===== config.mk =====
export PLATFORM = sky130hd
export DESIGN_NAME = connected_component_counter_core
export DESIGN_NICKNAME = d
export VERILOG_FILES = /design/src/hw/rtl/ccc_pkg.sv /design/src/hw/rtl/ccc_front.sv /design/src/hw/rtl/ccc_queue.sv /design/src/hw/rtl/ccc_back.sv /design/src/hw/rtl/connected_component_counter_core.sv
export SDC_FILE = /design/constraint.sdc
export NUM_CORES = 2
export LEC_CHECK = 0
export ABC_CLOCK_PERIOD_IN_PS = 17200
export BUFFER_PORTS_ARGS = -buffer_cell sky130_fd_sc_hd__buf_2
export CAP_MARGIN = 5
export CELL_PAD_IN_SITES_DETAIL_PLACEMENT = 2
export CELL_PAD_IN_SITES_GLOBAL_PLACEMENT = 2
export CORE_MARGIN = 2
export CORE_UTILIZATION = 40
export DETAILED_ROUTE_END_ITERATION = 10
export PLACE_DENSITY = 0.67
export SETUP_SLACK_MARGIN = 0.15
export SYNTH_ARGS = -nofsm -noshare
export SYNTH_HDL_FRONTEND = slang
export SYNTH_SLANG_ARGS = --single-unit

===== constraint.sdc =====
create_clock -name clk -period 17.2 [get_ports clk]
set_input_delay 5.16 -clock clk [delete_from_list [all_inputs] [get_ports clk]]
set_output_delay 5.16 -clock clk [all_outputs]
set_load 0.005 [all_outputs]

===== src/hw/rtl/ccc_pkg.sv =====
// ----------------------------------------------------------------------------
// ccc_pkg
// Shared widths, constants and types for the connected component counter.
// ----------------------------------------------------------------------------
package ccc_pkg;

  // Field widths fixed by the interface
  localparam int IDX_W    = 8;
  localparam int VC_W     = 9;
  localparam int PCOUNT_W = 9;
  localparam int RANK_W   = 4;

  localparam logic [VC_W-1:0]   VC_RESET = 9'd256;
  localparam logic [RANK_W-1:0] RANK_MAX = 4'd15;

  // Default forest size
  localparam int MAX_VERTICES_DEF = 256;

  // Command queue depth between front and back
  localparam int QDEPTH = 2;
  localparam int QPW    = 1;

  // One classified command handed from front to back
  typedef struct packed {
    logic [IDX_W-1:0] row;
    logic [IDX_W-1:0] col;
    logic             do_join;
    logic             do_count;
  } ccc_cmd_t;

  // Back-end engine states
  typedef enum logic [2:0] {
    B_INIT,
    B_IDLE,
    B_FIND,
    B_COMP,
    B_LINK,
    B_BUMP,
    B_SWEEP_RD,
    B_SWEEP
  } ccc_state_t;

endpackage


===== src/hw/rtl/ccc_front.sv =====
// ----------------------------------------------------------------------------
// ccc_front
// Holds the vertex count register, accepts matrix entries and classifies
// each one into a join and/or count command for the back end.
// ----------------------------------------------------------------------------
module ccc_front #(
  parameter int MAX_VERTICES = ccc_pkg::MAX_VERTICES_DEF
) (
  input  logic                       clk,
  input  logic                       rst,
  input  logic                       start,
  output logic                       busy,
  input  logic [ccc_pkg::IDX_W-1:0]  row,
  input  logic [ccc_pkg::IDX_W-1:0]  col,
  input  logic                       connected,
  input  logic                       last,
  input  logic                       cfg_valid,
  output logic                       cfg_ready,
  input  logic [ccc_pkg::VC_W-1:0]   vertex_count,
  output logic [ccc_pkg::VC_W-1:0]   vc_reg,
  input  logic                       q_full,
  input  logic                       init_busy,
  output logic                       push,
  output ccc_pkg::ccc_cmd_t          push_cmd
);
  import ccc_pkg::*;

  logic accept;
  logic row_ok;
  logic col_ok;

  // Take configuration writes at any time; the register is plain storage
  assign cfg_ready = 1'b1;

  always_ff @(posedge clk) begin
    if (rst) begin
      vc_reg <= VC_RESET;
    end else if (cfg_valid && cfg_ready) begin
      vc_reg <= vertex_count;
    end
  end

  // Stall while the queue is full or the forest is being initialized
  assign busy   = q_full | init_busy;
  assign accept = start & ~busy;

  // A vertex is in range when below both the register and the forest size
  assign row_ok = (32'(row) < 32'(vc_reg)) && (32'(row) < 32'(MAX_VERTICES));
  assign col_ok = (32'(col) < 32'(vc_reg)) && (32'(col) < 32'(MAX_VERTICES));

  // Classify; drop transactions that neither join nor count
  always_comb begin
    push_cmd.row      = row;
    push_cmd.col      = col;
    push_cmd.do_join  = connected & row_ok & col_ok;
    push_cmd.do_count = last;
    push              = accept & (push_cmd.do_join | push_cmd.do_count);
  end

endmodule


===== src/hw/rtl/ccc_queue.sv =====
// ----------------------------------------------------------------------------
// ccc_queue
// Short command queue that decouples the front end from the back end.
// ----------------------------------------------------------------------------
module ccc_queue (
  input  logic              clk,
  input  logic              rst,
  input  logic              push,
  input  ccc_pkg::ccc_cmd_t push_cmd,
  input  logic              pop,
  output ccc_pkg::ccc_cmd_t head,
  output logic              empty,
  output logic              full
);
  import ccc_pkg::*;

  ccc_cmd_t           slots [QDEPTH];
  logic [QPW-1:0]     wr_ptr;
  logic [QPW-1:0]     rd_ptr;
  logic [QPW:0]       fill;

  assign empty = (fill == '0);
  assign full  = (fill == (QPW+1)'(QDEPTH));
  assign head  = slots[rd_ptr];

  // Store incoming commands
  always_ff @(posedge clk) begin
    if (push && !full) begin
      slots[wr_ptr] <= push_cmd;
    end
  end

  // Advance pointers and fill level
  always_ff @(posedge clk) begin
    if (rst) begin
      wr_ptr <= '0;
      rd_ptr <= '0;
      fill   <= '0;
    end else begin
      if (push && !full) begin
        wr_ptr <= (wr_ptr == QPW'(QDEPTH-1)) ? '0 : wr_ptr + 1'b1;
      end
      if (pop && !empty) begin
        rd_ptr <= (rd_ptr == QPW'(QDEPTH-1)) ? '0 : rd_ptr + 1'b1;
      end
      case ({push && !full, pop && !empty})
        2'b10:   fill <= fill + 1'b1;
        2'b01:   fill <= fill - 1'b1;
        default: fill <= fill;
      endcase
    end
  end

endmodule


===== src/hw/rtl/ccc_back.sv =====
// ----------------------------------------------------------------------------
// ccc_back
// Union-find engine: walks parent chains in the forest memory, compresses
// them, links roots by rank, and sweeps the forest to count and clear.
// ----------------------------------------------------------------------------
module ccc_back #(
  parameter int MAX_VERTICES = ccc_pkg::MAX_VERTICES_DEF
) (
  input  logic                         clk,
  input  logic                         rst,
  input  ccc_pkg::ccc_cmd_t            head,
  input  logic                         q_empty,
  output logic                         pop,
  input  logic [ccc_pkg::VC_W-1:0]     vc_reg,
  output logic                         init_busy,
  output logic                         done,
  output logic [ccc_pkg::PCOUNT_W-1:0] province_count
);
  import ccc_pkg::*;

  localparam int VW = $clog2(MAX_VERTICES);
  localparam int EW = VW + RANK_W;
  localparam logic [VW-1:0] LAST_IDX = VW'(MAX_VERTICES - 1);

  ccc_state_t state, state_next;

  // Forest memory: {rank, parent} per vertex
  logic [EW-1:0]     forest [MAX_VERTICES];
  logic [EW-1:0]     rdata;
  logic [VW-1:0]     rd_addr;
  logic              we;
  logic [VW-1:0]     wa;
  logic [EW-1:0]     wd;

  logic [VW-1:0]     rd_par;
  logic [RANK_W-1:0] rd_rank;

  // Datapath registers
  logic [VW-1:0]       cur;
  logic [VW-1:0]       xstart;
  logic [VW-1:0]       root;
  logic [VW-1:0]       ra;
  logic [RANK_W-1:0]   rank_a;
  logic [RANK_W-1:0]   rank_b;
  logic                sel;
  logic [VW-1:0]       item_col;
  logic                item_last;
  logic [VW-1:0]       idx;
  logic [PCOUNT_W-1:0] count;
  logic [PCOUNT_W-1:0] count_next;
  logic                is_root;
  logic [RANK_W-1:0]   rank_bump;

  assign rd_par  = rdata[VW-1:0];
  assign rd_rank = rdata[EW-1:VW];

  assign init_busy = (state == B_INIT);

  // Root test during the sweep, limited to active vertices
  assign is_root    = (32'(idx) < 32'(vc_reg)) && (rd_par == idx);
  assign count_next = count + PCOUNT_W'(is_root);
  assign rank_bump  = (rank_a == RANK_MAX) ? rank_a : rank_a + 1'b1;

  // Memory port: one write, one registered read
  always_ff @(posedge clk) begin
    if (we) begin
      forest[wa] <= wd;
    end
    rdata <= forest[rd_addr];
  end

  // Next state
  always_comb begin
    state_next = state;
    case (state)
      B_INIT: begin
        if (idx == LAST_IDX) state_next = B_IDLE;
      end
      B_IDLE: begin
        if (!q_empty) state_next = head.do_join ? B_FIND : B_SWEEP_RD;
      end
      B_FIND: begin
        if (rd_par == cur) state_next = B_COMP;
      end
      B_COMP: begin
        if (cur == root) state_next = sel ? B_LINK : B_FIND;
      end
      B_LINK: begin
        if (ra != root && rank_a == rank_b) begin
          state_next = B_BUMP;
        end else begin
          state_next = item_last ? B_SWEEP_RD : B_IDLE;
        end
      end
      B_BUMP: begin
        state_next = item_last ? B_SWEEP_RD : B_IDLE;
      end
      B_SWEEP_RD: begin
        state_next = B_SWEEP;
      end
      B_SWEEP: begin
        if (idx == LAST_IDX) state_next = B_IDLE;
      end
      default: state_next = B_INIT;
    endcase
  end

  // Memory controls and queue pop
  always_comb begin
    pop     = 1'b0;
    rd_addr = '0;
    we      = 1'b0;
    wa      = '0;
    wd      = '0;
    case (state)
      B_INIT: begin
        we = 1'b1;
        wa = idx;
        wd = {{RANK_W{1'b0}}, idx};
      end
      B_IDLE: begin
        pop     = ~q_empty;
        rd_addr = VW'(head.row);
      end
      B_FIND: begin
        rd_addr = (rd_par == cur) ? xstart : rd_par;
      end
      B_COMP: begin
        if (cur == root) begin
          rd_addr = item_col;
        end else begin
          // point this chain vertex straight at the root
          we      = 1'b1;
          wa      = cur;
          wd      = {rd_rank, root};
          rd_addr = rd_par;
        end
      end
      B_LINK: begin
        if (ra != root) begin
          we = 1'b1;
          if (rank_a < rank_b) begin
            wa = ra;
            wd = {rank_a, root};
          end else begin
            wa = root;
            wd = {rank_b, ra};
          end
        end
      end
      B_BUMP: begin
        we = 1'b1;
        wa = ra;
        wd = {rank_bump, ra};
      end
      B_SWEEP_RD: begin
        rd_addr = '0;
      end
      B_SWEEP: begin
        we      = 1'b1;
        wa      = idx;
        wd      = {{RANK_W{1'b0}}, idx};
        rd_addr = idx + 1'b1;
      end
      default: begin
        rd_addr = '0;
      end
    endcase
  end

  // State and result strobe
  always_ff @(posedge clk) begin
    if (rst) begin
      state <= B_INIT;
      done  <= 1'b0;
    end else begin
      state <= state_next;
      done  <= (state == B_SWEEP) && (idx == LAST_IDX);
    end
  end

  // Sweep index: init clear and count sweep
  always_ff @(posedge clk) begin
    if (rst) begin
      idx <= '0;
    end else begin
      case (state)
        B_INIT, B_SWEEP: idx <= (idx == LAST_IDX) ? '0 : idx + 1'b1;
        B_SWEEP_RD:      idx <= '0;
        default:         idx <= idx;
      endcase
    end
  end

  // Walk, link and count datapath
  always_ff @(posedge clk) begin
    case (state)
      B_IDLE: begin
        if (!q_empty) begin
          item_col  <= VW'(head.col);
          item_last <= head.do_count;
          cur       <= VW'(head.row);
          xstart    <= VW'(head.row);
          sel       <= 1'b0;
        end
      end
      B_FIND: begin
        if (rd_par == cur) begin
          root <= cur;
          cur  <= xstart;
        end else begin
          cur <= rd_par;
        end
      end
      B_COMP: begin
        if (cur == root) begin
          if (!sel) begin
            ra     <= root;
            rank_a <= rd_rank;
            sel    <= 1'b1;
            cur    <= item_col;
            xstart <= item_col;
          end else begin
            rank_b <= rd_rank;
          end
        end else begin
          cur <= rd_par;
        end
      end
      B_SWEEP_RD: begin
        count <= '0;
      end
      B_SWEEP: begin
        count <= count_next;
        if (idx == LAST_IDX) begin
          province_count <= count_next;
        end
      end
      default: begin
        cur <= cur;
      end
    endcase
  end

endmodule


===== src/hw/rtl/connected_component_counter_core.sv =====
// ----------------------------------------------------------------------------
// connected_component_counter_core
// Counts connected components of a graph streamed as adjacency matrix entries.
// ----------------------------------------------------------------------------
// Operation: after reset the block holds busy while it sets the forest
// memory to identity. An entry that is neither a join nor last is dropped
// at the front. A join walks the parent chain of each of the two vertices
// in the back end, plus a rank bump step when the two roots have equal
// rank; each walk step is one read of the forest memory, and the chain is
// walked once to find the root and once to compress it. Union by rank keeps
// a chain at most log2 of the vertex count long and compression keeps most
// chains at one or two steps. An entry marked last adds a sweep through the
// memory that counts roots and clears the forest; done pulses for one cycle
// at the end of the sweep with province_count. A two entry queue lets new
// entries be taken while the back end works; after initialization busy rises
// only when it is full. Results cannot be stalled: capture province_count
// in the cycle done is high.
module connected_component_counter_core #(
  parameter int MAX_VERTICES = ccc_pkg::MAX_VERTICES_DEF
) (
  input  logic                         clk,
  input  logic                         rst,
  input  logic                         start,
  output logic                         busy,
  input  logic [ccc_pkg::IDX_W-1:0]    row,
  input  logic [ccc_pkg::IDX_W-1:0]    col,
  input  logic                         connected,
  input  logic                         last,
  input  logic                         cfg_valid,
  output logic                         cfg_ready,
  input  logic [ccc_pkg::VC_W-1:0]     vertex_count,
  output logic                         done,
  output logic [ccc_pkg::PCOUNT_W-1:0] province_count
);
  import ccc_pkg::*;

  logic [VC_W-1:0] vc_reg;
  logic            q_full;
  logic            q_empty;
  logic            init_busy;
  logic            push;
  logic            pop;
  ccc_cmd_t        push_cmd;
  ccc_cmd_t        head;

  // Accept and classify entries
  ccc_front #(
    .MAX_VERTICES(MAX_VERTICES)
  ) u_front (
    .clk         (clk),
    .rst         (rst),
    .start       (start),
    .busy        (busy),
    .row         (row),
    .col         (col),
    .connected   (connected),
    .last        (last),
    .cfg_valid   (cfg_valid),
    .cfg_ready   (cfg_ready),
    .vertex_count(vertex_count),
    .vc_reg      (vc_reg),
    .q_full      (q_full),
    .init_busy   (init_busy),
    .push        (push),
    .push_cmd    (push_cmd)
  );

  // Buffer commands between front and back
  ccc_queue u_queue (
    .clk     (clk),
    .rst     (rst),
    .push    (push),
    .push_cmd(push_cmd),
    .pop     (pop),
    .head    (head),
    .empty   (q_empty),
    .full    (q_full)
  );

  // Execute joins and count sweeps
  ccc_back #(
    .MAX_VERTICES(MAX_VERTICES)
  ) u_back (
    .clk           (clk),
    .rst           (rst),
    .head          (head),
    .q_empty       (q_empty),
    .pop           (pop),
    .vc_reg        (vc_reg),
    .init_busy     (init_busy),
    .done          (done),
    .province_count(province_count)
  );

endmodule


==> flow_summary_export.csv <==
group,metric,value,unit
synth,synth_cells,9106,
synth,syn_area,129000,µm²
pwr,p_per_area,151,nW/µm²
layout,largest_reg_flops,3072,
timing,worst_pin_slew,1510,ps
clock_network,cts-resized-gates,0,
grt,grt_start_max_net_pins,176,
floorplanning,core,321000,µm²
clock_network,postCtsSetupRepairBufs,0,
layout,seq_area,96100,µm²
synth,synth_edf_count,3176,
layout,top_regs,"u_back.forest x3072, u_queue.slots x36, u_back.rdata x12",
placed_design,hpwl,316000,µm
drt,vias,87816,
synth,synth_most_common_cell,"edfxtp_1",
synth,synthSimpleGateAreaFrac,10.5,%
clock_network,cts_made_buffers,355,
synth,ys_ff_latch,3214,
drt,first_iter_violations,11333,
pwr,p_leak,49.7,nW
grt,grt_pass1_wl,730000,µm
floorplanning,rows,208,
pwr,switching_share,35.4,%
setup_path,startpoint_type,"flop",
synth,avgSynthCellArea,14.2,µm²
clock_network,root_buffer,"clkbuf_16",
synth,ys_warn_count,0,
drt,wl,529000,µm
setup_path,crit_type,"flop to flop",
grt,overflow,0,
floorplanning,pin_count,43,
pwr,p_clk_share,33.7,%
layout,fin_util,45.7,%
clock_network,clkLatencyLatePin,960,ps
setup_path,required,18100,ps
layout,syn2layout_area_growth,13.8,%
synth,ys.flop_type,"edfxtp_1",
synth,yosysTopAreaCell,"edfxtp_1",
timing,setup_viol,0,
drt,ant_nets,0,
drt,firstDrtPassIters,6,
floorplanning,dieHeight,572,µm
clock_network,cts_max_level,5,
grt,antenna_found_initial,57,
drt,post_drt_wl_per_cell,38.0,µm
synth,synth-compound-area-share,8.66,%
synth,ys_seq_area_share,74.5,%
clock_network,tritoncts,"yes",
timing,slew_violations,4,
min_path,hold_class,"flop to flop",
layout,n_fill_cell,30690,
clock_network,cts_buffer_depth,4,
grt,grtUsageTotal,31.8,%
timing,fin_setup_tns,0,ps
job,drv_cap,3,
pwr,p_int,14.3,mW
layout,drive_gt1_share,12.4,%
pwr,power_frac_comb,26.0,%
clock_network,clk_pin_slew,60,ps
layout,multi_input_area,30200,µm²
drt,drc_errors,0,
timing,fin_crit,8120,ps
floorplanning,die_w,572,µm
clock_network,clkSinkCount,3214,
drt,viasPerCell,6.30,
setup_path,end_kind,"flop",
timing,fmax,123,MHz
timing,finalHoldViolCount,0,
synth,netlist_top_cells_count,"3176 x edfxtp_1, 1979 x nand2_1, 469 x a21oi_1",
clock_network,cts_hold_buf,0,
synth,synthAdderAreaFrac,0.291,%
timing,maxSlewHeadroom,-1.85,%
floorplanning,start_util,40.2,%
grt,grt_pass1_vias,91192,
pwr,seqPwrFrac,40.4,%
synth,synthArstFlopShare,0,%
placed_design,gp_congestion,0.895,
pwr,irDropWorstVdd,0.138,mV
synth,synth_top_area_share,73.9,%
synth,synth_nets,9167,
setup_path,critPathMaxFanout,80,
outcome,status,"finished with violations",
outcome,violations,"capacitance limit, slew limit",
layout,nNetsFinal,9381,
timing,min_period_over_period,47.2,%
timing,clock_skew,51.3,ps
setup_path,cp.arrival,9020,ps
layout,top_register,"u_back.forest",
pwr,switchingPower,7.85,mW
timing,rsz0062_at_grt,"false",
synth,synth_top_family_by_area,"simple AND/OR/NAND/NOR gates",
synth,synth-xor-area-share,0.333,%
floorplanning,die-area,327000,µm²
synth,synth.mux.area_fraction,3.23,%
synth,synth_area_leaders,"edfxtp_1 74%, nand2_1 5.8%, mux2i_1 1.9%, a21oi_1 1.8%, and3_1 1.5%",
placed_design,io_buffers,41,
synth,ys_types,87,
## per-layer routing
metal	part of all wire (%)	routed length [µm]	GRT usage, %
met2	47	250000	51.3
met1	38	203000	41.5
met4	5.5	29100	15.8
met3	8.8	46300	5.62
met5	0.041	217	0
## final timing paths
path / from / end / slack, ps / cells past startpoint
worst max-delay path: u_back.rdata[1]$_DFF_P_ / u_back.rdata[3]$_DFF_P_ / 9080 / 17
worst max register to register: u_back.rdata[1]$_DFF_P_ / u_back.rdata[3]$_DFF_P_ / 9080 / 17
worst min register to register: u_front.vc_reg[1]$_SDFFE_PP0P_ / u_front.vc_reg[1]$_SDFFE_PP0P_ / 500 / 2
worst min-delay path: u_front.vc_reg[1]$_SDFFE_PP0P_ / u_front.vc_reg[1]$_SDFFE_PP0P_ / 500 / 2
## cells in the final DEF (no fill, tap or decap), types with 20 or more instances in the layout
| cell | n |
|---|---|
| inv_1 | 20 |
| ha_1 | 30 |
| and3_1 | 305 |
| buf_4 | 429 |
| dfxtp_1 | 38 |
| diode_2 | 23 |
| a221oi_1 | 56 |
| nor2_2 | 45 |
| mux2i_1 | 239 |
| o21ai_0 | 109 |
| nand4_1 | 27 |
| a211oi_1 | 199 |
| nor4_1 | 31 |
| bufinv_16 | 21 |
| clkbuf_1 | 79 |
| clkinv_1 | 86 |
| o22ai_1 | 75 |
| edfxtp_1 | 3176 |
| clkinv_2 | 59 |
| mux4_2 | 72 |
| clkbuf_16 | 360 |
| xnor2_1 | 32 |
| a22oi_1 | 132 |
| nor2_1 | 306 |
| nand2_1 | 1955 |
| a32oi_1 | 28 |
| buf_2 | 43 |
| nand3_1 | 317 |
| a311oi_1 | 146 |
| a21oi_1 | 469 |
| nor3_1 | 59 |
| a31oi_1 | 219 |
## power by group through the flow
| stage | combinational, mW | sequential, mW | clock, mW |
|---|---|---|---|
| after global routing | 5.86 | 8.95 | 7.76 |
| after CTS | 5.62 | 8.95 | 7.53 |
| final | 5.75 | 8.95 | 7.46 |
| after floorplan | 2.73 | 9.10 | 0 |
| after global placement | 5.40 | 9.10 | 0 |
| after detailed placement | 5.56 | 9.11 | 0 |
## cells by family (layout without fill, tap and decap cells)
kind of cell / after synthesis / count (layout)
fa+ha+maj: 30 / 30
other cells: 1 / 24
xor+xnor: 49 / 49
buf+inv: 664 / 1158
compound gates: 1656 / 1656
simple gates: 3167 / 3167
mux: 325 / 325
flops: 3214 / 3214
## worst max-delay path: stages, from the launching register on
cell and delay [ps]:
dfxtp_1 770, xnor2_1 210, nand4_1 170, o31a_1 400
o21ai_4 280, buf_4 390, buf_4 290, and2_4 550
buf_4 530, buf_12 550, nand2_4 410, buf_4 450
o22ai_1 270, nor4_1 100, nor3_1 720, nor2_1 250
o41ai_2 1160, o311a_1 330
## stage by stage
step / hold slack [ps] / area (µm²) / worst slack (ps) / cells / power, mW
3_3_place_gp: 479 / 136000 / 8480 / 13260 / 14.5
5_1_grt: 535 / 147000 / 8970 / 13907 / 22.6
2_1_floorplan: 425 / 129000 / 6390 / 9106 / 11.8
6_report: 500 / 147000 / 9080 / 13928 / 22.2
3_5_place_dp: 491 / 136000 / 8650 / 13265 / 14.7
4_1_cts: 506 / 147000 / 9160 / 13902 / 22.1
## cell type report
type                       count  area share, %
tap                         4305           3.67
timing repair buffer         493           2.61
sequential                  3214           65.5
clock buffer                 447           6.41
multi-input combinational   5228           20.6
inverter                      28          0.113
clock inverter               190           1.08
antenna                       23         0.0392
Power figures use the tool's default switching activity.
